## config.mk

```make
export PLATFORM = sky130hd
export DESIGN_NAME = ape_scale
export DESIGN_NICKNAME = d
export VERILOG_FILES = /design/src/rtl/ape_pkg.sv /design/src/rtl/ape_scale.sv
export SDC_FILE = /design/constraint.sdc
export NUM_CORES = 1
export LEC_CHECK = 0
export ABC_AREA = 1
export BUFFER_PORTS_ARGS = -buffer_cell sky130_fd_sc_hd__buf_2
export CAP_MARGIN = 10
export CORE_AREA = 10 10 222 224
export CTS_BUF_LIST = sky130_fd_sc_hd__clkbuf_4 sky130_fd_sc_hd__clkbuf_8
export CTS_CLUSTER_SIZE = 30
export DETAILED_ROUTE_END_ITERATION = 8
export DIE_AREA = 0 0 232 234
export GPL_ROUTABILITY_DRIVEN = 0
export HOLD_SLACK_MARGIN = 0.15
export REMOVE_ABC_BUFFERS = 1
export SYNTH_ARGS = -nofsm -noshare
export SYNTH_HDL_FRONTEND = slang
export SYNTH_SLANG_ARGS = --single-unit
```

## constraint.sdc

```tcl
create_clock -name clock -period 18.1 [get_ports clock]
set_clock_uncertainty 0.2 [all_clocks]
set_input_delay 3.62 -clock clock [delete_from_list [all_inputs] [get_ports clock]]
set_output_delay 3.62 -clock clock [all_outputs]
set_load 0.005 [all_outputs]
```

## src/rtl/ape_pkg.sv

```systemverilog
// shared types and constants for the ambisonic panning encoder
`default_nettype none

package ape_pkg;

   // input transfer payload
   typedef struct packed {
      logic signed [15:0] sample_in;
      logic [15:0]        azimuth;
      logic [15:0]        elevation;
   } req_type;

   // result transfer payload
   typedef struct packed {
      logic signed [15:0] out_w;
      logic signed [15:0] out_x;
      logic signed [15:0] out_y;
      logic signed [15:0] out_z;
      logic signed [15:0] out_u;
      logic signed [15:0] out_v;
      logic signed [15:0] out_p;
      logic signed [15:0] out_q;
   } rsp_type;

   // per-stage load enables of the lookup/multiply pipeline
   typedef struct packed {
      logic load_s1;
      logic load_s2;
      logic load_s3;
      logic load_s4;
   } stage_en_type;

   // 17-bit phase, 2^17 is one turn; top two bits are the quadrant
   typedef logic [16:0] phase_type;

   localparam phase_type PHASE_QUARTER = 17'h08000;

   // order register codes
   localparam logic [1:0] ORDER_NONE   = 2'd0;
   localparam logic [1:0] ORDER_FIRST  = 2'd1;
   localparam logic [1:0] ORDER_SECOND = 2'd2;
   localparam logic [1:0] ORDER_THIRD  = 2'd3;

   // channel slots
   localparam int CH_W     = 0;
   localparam int CH_X     = 1;
   localparam int CH_Y     = 2;
   localparam int CH_Z     = 3;
   localparam int CH_U     = 4;
   localparam int CH_V     = 5;
   localparam int CH_P     = 6;
   localparam int CH_Q     = 7;
   localparam int CH_COUNT = 8;

   localparam logic signed [15:0] W_GAIN = 16'sd23167;

   // pi/2 in Q2.30
   localparam logic [63:0] HALF_PI_Q30 = 64'd1686629713;

endpackage

`default_nettype wire

```

## src/rtl/ape_scale.sv

```systemverilog
// channel gain: sample times coefficient, round half up and saturate to q1.15, or zero when keep is low
`default_nettype none

module ape_scale (
   input  wire                        clock,
   input  wire signed [15:0]          sample,
   input  wire signed [15:0]          coef,
   input  wire                        keep,
   input  wire ape_pkg::stage_en_type stage_en,
   output logic signed [15:0]         result
);
   import ape_pkg::*;

   logic signed [31:0] prod_ff;
   logic signed [32:0] rnd;
   logic signed [17:0] shifted;
   logic signed [15:0] sat;
   logic signed [15:0] result_ff;

   always_ff @(posedge clock) begin
      if (stage_en.load_s3) begin
         prod_ff <= sample * coef;
      end
   end

   assign rnd     = $signed({prod_ff[31], prod_ff}) + 33'sd16384;
   assign shifted = rnd[32:15];

   always_comb begin
      if (shifted > 18'sd32767) begin
         sat = 16'sh7fff;
      end else if (shifted < -18'sd32768) begin
         sat = 16'sh8000;
      end else begin
         sat = shifted[15:0];
      end
   end

   always_ff @(posedge clock) begin
      if (stage_en.load_s4) begin
         result_ff <= keep ? sat : 16'sd0;
      end
   end

   assign result = result_ff;

endmodule

`default_nettype wire

```

==> summary.json <==
{
  "postRouteWirelength": {"value": 28000, "unit": "um"},
  "synth_top_cell_area_share": {"value": 42.2, "unit": "%"},
  "wire_per_inst": {"value": 12.7, "unit": "um"},
  "rows": {"value": 78},
  "post_route_cell_area": {"value": 0.0132, "unit": "mm^2"},
  "final_max_slew_viol_count": {"value": 0},
  "slowest_delay": {"value": 0.82, "unit": "ns"},
  "clock-sinks": {"value": 34},
  "ant_cells": {"value": 0},
  "num-nets-final": {"value": 1986},
  "critical_path_peak_fanout": {"value": 16},
  "setup_viol": {"value": 0},
  "clk_buf_depth": {"value": 2},
  "via_count": {"value": 9541},
  "place.port_buffers": {"value": 51},
  "grt_overflow_total": {"value": 0},
  "antenna_found_initial": {"value": 0},
  "post_place_cell_area": {"value": 0.0131, "unit": "mm^2"},
  "worst_hold_path_type": {"value": "reg2reg"},
  "post_cts_buffers": {"value": 0},
  "layout_min_cycle_time": {"value": 9.36, "unit": "ns"},
  "detail-route-antenna-nets": {"value": 0},
  "final_critical_path_setup_slack": {"value": 8.74, "unit": "ns"},
  "worstSetupEndpointType": {"value": "register"},
  "synthDominantAreaCellType": {"value": "sky130_fd_sc_hd__fa_1"},
  "synth_top_cells_by_area": {"value": "sky130_fd_sc_hd__fa_1 (42%), sky130_fd_sc_hd__inv_1 (15%), sky130_fd_sc_hd__nand2_1 (13%)"},
  "firstDrtPassIters": {"value": 5},
  "io_pins": {"value": 54},
  "clock_tree.root_cell": {"value": "sky130_fd_sc_hd__clkbuf_8"},
  "post_synth_mux_area_share": {"value": 0, "unit": "%"},
  "cts.htree.levels": {"value": 2},
  "slowest_stage": {"value": "sky130_fd_sc_hd__fa_1"},
  "setup_tns": {"value": 0, "unit": "ns"},
  "cpLargestDelayFamily": {"value": "adder cells"},
  "n_fill_cell": {"value": 4941},
  "timing_worst_setup_path_type": {"value": "in2reg"},
  "detail_route.drc_violations": {"value": 0},
  "worstPathRequired": {"value": 17.92, "unit": "ns"},
  "maximum_number_of_pins_on_one_net_before_global_route_repair": {"value": 19},
  "max_slew_margin": {"value": 51.3, "unit": "%"},
  "avgSynthCellArea": {"value": 7.70, "unit": "um^2"},
  "place_ws": {"value": 8.47, "unit": "ns"},
  "setup.worst_path.start_class": {"value": "input port"},
  "critical_path.most_common_cell": {"value": "sky130_fd_sc_hd__fa_1"},
  "cts.repair.resized": {"value": 0},
  "cp.arrival": {"value": 9.18, "unit": "ns"},
  "tritoncts": {"value": "built"},
  "critical_path.n_buffers_inverters": {"value": 4},
  "worst_skew_pair.late_latency": {"value": 0.28, "unit": "ns"},
  "period_share": {"value": 51.7, "unit": "%"},
  "final_hold_viol_count": {"value": 0},
  "core-area": {"value": 0.0449, "unit": "mm^2"},
  "floorplan.initialDensity": {"value": 27.6, "unit": "%"},
  "grtUsageTotal": {"value": 11.0, "unit": "%"},
  "setup.reg_to_reg.worst_slack": {"value": 16.00, "unit": "ns"},
  "grt_pass1_vias": {"value": 10500},
  "postLayoutCoreUtil": {"value": 29.4, "unit": "%"},
  "clock_input_transition_at_the_sequential_cells_of_the_worst_setup_and_hold_paths": {"value": 0.06, "unit": "ns"},
  "synth_cells": {"value": 1607},
  "dieHeight": {"value": 234, "unit": "um"},
  "die_area": {"value": 0.0543, "unit": "mm^2"},
  "ctsHoldBuffers": {"value": 0},
  "run_status": {"value": "completed"},
  "area.growth.synth_to_final": {"value": 6.73, "unit": "%"},
  "post-dp-hpwl": {"value": 24300, "unit": "um"},
  "detail_route.vias_per_cell": {"value": 4.32},
  "synth.yosys.warnings": {"value": 0},
  "dieWidth": {"value": 232, "unit": "um"},
  "cap_viol_max_count": {"value": 0},
  "grt_setup_unrepaired": {"value": "no"},
  "synth-adder-area-share": {"value": 50.3, "unit": "%"},
  "layout-drive-gt1-share": {"value": 5.79, "unit": "%"},
  "fmax": {"value": 107, "unit": "MHz"},
  "synth_top_family_by_area": {"value": "adder cells"},
  "synth-seq-area-share": {"value": 8.25, "unit": "%"},
  "cts-buffers-inserted": {"value": 5},
  "ys_seq_elements": {"value": 34},
  "compound_gate_fraction_of_synth_area": {"value": 2.84, "unit": "%"},
  "synth-xor-area-share": {"value": 1.49, "unit": "%"},
  "number_of_unique_standard_cell_types_used_by_synthesis": {"value": 37},
  "grt_first_pass_wirelength": {"value": 50100, "unit": "um"},
  "tightest_slew": {"value": 0.729, "unit": "ns"},
  "netlist_area": {"value": 0.0124, "unit": "mm^2"},
  "basic_gate_share_of_the_synthesized_area_counting_and_or_nand_and_nor_cells": {"value": 20.1, "unit": "%"},
  "crit_path_cell_trace": {"value": "buf_2 -> nand2_1 -> fa_1 -> inv_1 -> fa_1 -> fa_1 -> fa_1 -> fa_1 -> inv_1 -> fa_1 -> inv_1 -> ha_1 -> nand2_1 -> nor3_1 -> nand2_1 -> o21bai_1 -> nand3_1 -> nand2_1"},
  "dr.first_iter.drc_count": {"value": 466}
}
## cells in the final DEF, fill, tap and decap left out, types with 5 or more instances in the layout
cell type and n:
sky130_fd_sc_hd__a21oi_1 33, sky130_fd_sc_hd__ha_1 80, sky130_fd_sc_hd__inv_1 492, sky130_fd_sc_hd__nand3b_1 7
sky130_fd_sc_hd__buf_2 51, sky130_fd_sc_hd__nand2_1 433, sky130_fd_sc_hd__clkbuf_8 5, sky130_fd_sc_hd__edfxtp_1 34
sky130_fd_sc_hd__nand4_1 10, sky130_fd_sc_hd__nand3_1 40, sky130_fd_sc_hd__o21ai_0 23, sky130_fd_sc_hd__nand2_2 14
sky130_fd_sc_hd__nor3_1 6, sky130_fd_sc_hd__or2_2 5, sky130_fd_sc_hd__fa_1 261, sky130_fd_sc_hd__nor2_1 64
sky130_fd_sc_hd__xor2_1 15, sky130_fd_sc_hd__xnor2_1 6
## Yosys cell counts
cell type / count
sky130_fd_sc_hd__ha_1: 80
sky130_fd_sc_hd__nand3b_1: 7
sky130_fd_sc_hd__xnor2_1: 6
sky130_fd_sc_hd__buf_1: 1
sky130_fd_sc_hd__inv_1: 492
sky130_fd_sc_hd__inv_2: 1
sky130_fd_sc_hd__o21ai_0: 23
sky130_fd_sc_hd__nand2_2: 14
sky130_fd_sc_hd__o21a_1: 1
sky130_fd_sc_hd__o21bai_2: 1
sky130_fd_sc_hd__o211ai_1: 1
sky130_fd_sc_hd__nor2_2: 2
sky130_fd_sc_hd__nand4_1: 10
sky130_fd_sc_hd__clkbuf_1: 53
sky130_fd_sc_hd__nor3b_1: 2
sky130_fd_sc_hd__buf_8: 1
sky130_fd_sc_hd__o21ai_2: 1
sky130_fd_sc_hd__buf_12: 1
sky130_fd_sc_hd__nand2_1: 433
sky130_fd_sc_hd__clkbuf_4: 1
sky130_fd_sc_hd__a31oi_1: 1
sky130_fd_sc_hd__nor3_1: 6
sky130_fd_sc_hd__nand3_2: 2
sky130_fd_sc_hd__nor4_1: 1
sky130_fd_sc_hd__nor3_2: 2
sky130_fd_sc_hd__buf_6: 1
sky130_fd_sc_hd__nand3_1: 40
sky130_fd_sc_hd__nand2_4: 3
sky130_fd_sc_hd__nand3_4: 1
sky130_fd_sc_hd__fa_1: 261
sky130_fd_sc_hd__a21oi_1: 33
sky130_fd_sc_hd__nor2_1: 64
sky130_fd_sc_hd__edfxtp_1: 34
sky130_fd_sc_hd__o21bai_1: 4
sky130_fd_sc_hd__xor2_1: 15
sky130_fd_sc_hd__or2_2: 5
sky130_fd_sc_hd__nor2_4: 3
## routing by layer
| metal | track usage [%] | vias up | part of all wire, % |
|---|---|---|---|
| met3 | 0.749 | 29 | 4.4 |
| li1 | - | 4557 | - |
| met2 | 20.6 | 214 | 52 |
| met1 | 13.8 | 4741 | 42 |
| met4 | 1.86 | 0 | 1.3 |
| met5 | 0 | - | 0 |
## layout make-up
type	instances	area [um^2]	area share (%)
clock buffers	7	83.8	0.635
multi-input cells	1022	9250	70.0
flip-flops and latches	34	1020	7.73
repair buffers	51	255	1.93
inverters	493	1850	14.0
well taps	600	751	5.68
## cell families after synthesis
logic type	Yosys count
simple gates	595
fa+ha+maj	341
flops	34
buf+inv	551
compound gates	65
xor+xnor	21
## state kept, by name (all words and copies together), names as in the netlist
name	flops
result	16
prod_ff	18
## worst paths after layout
| check | start | end | cells after the start |
|---|---|---|---|
| min reg2reg | prod_ff[29] | result[14] | 3 |
| min | prod_ff[29] | result[14] | 3 |
| max | coef[4] | prod_ff[28] | 18 |
| max reg2reg | prod_ff[15] | result[12] | 10 |
## tightest hold or removal path: stages (launching register included)
cell and delay (ns):
sky130_fd_sc_hd__edfxtp_1 0.39, sky130_fd_sc_hd__xor2_1 0.10, sky130_fd_sc_hd__nand3_1 0.08, sky130_fd_sc_hd__nand2_1 0.05
## metrics by stage
step | hold slack (ns) | cells
after CTS | 0.583 | 2207
after global placement | 0.577 | 2200
after floorplan | 0.474 | 1549
after global routing | 0.626 | 2207
final | 0.578 | 2207
after detailed placement | 0.567 | 2200
Power is not shown: default switching activity piles up to over one toggle a cycle in this logic, so the estimate is an artifact.
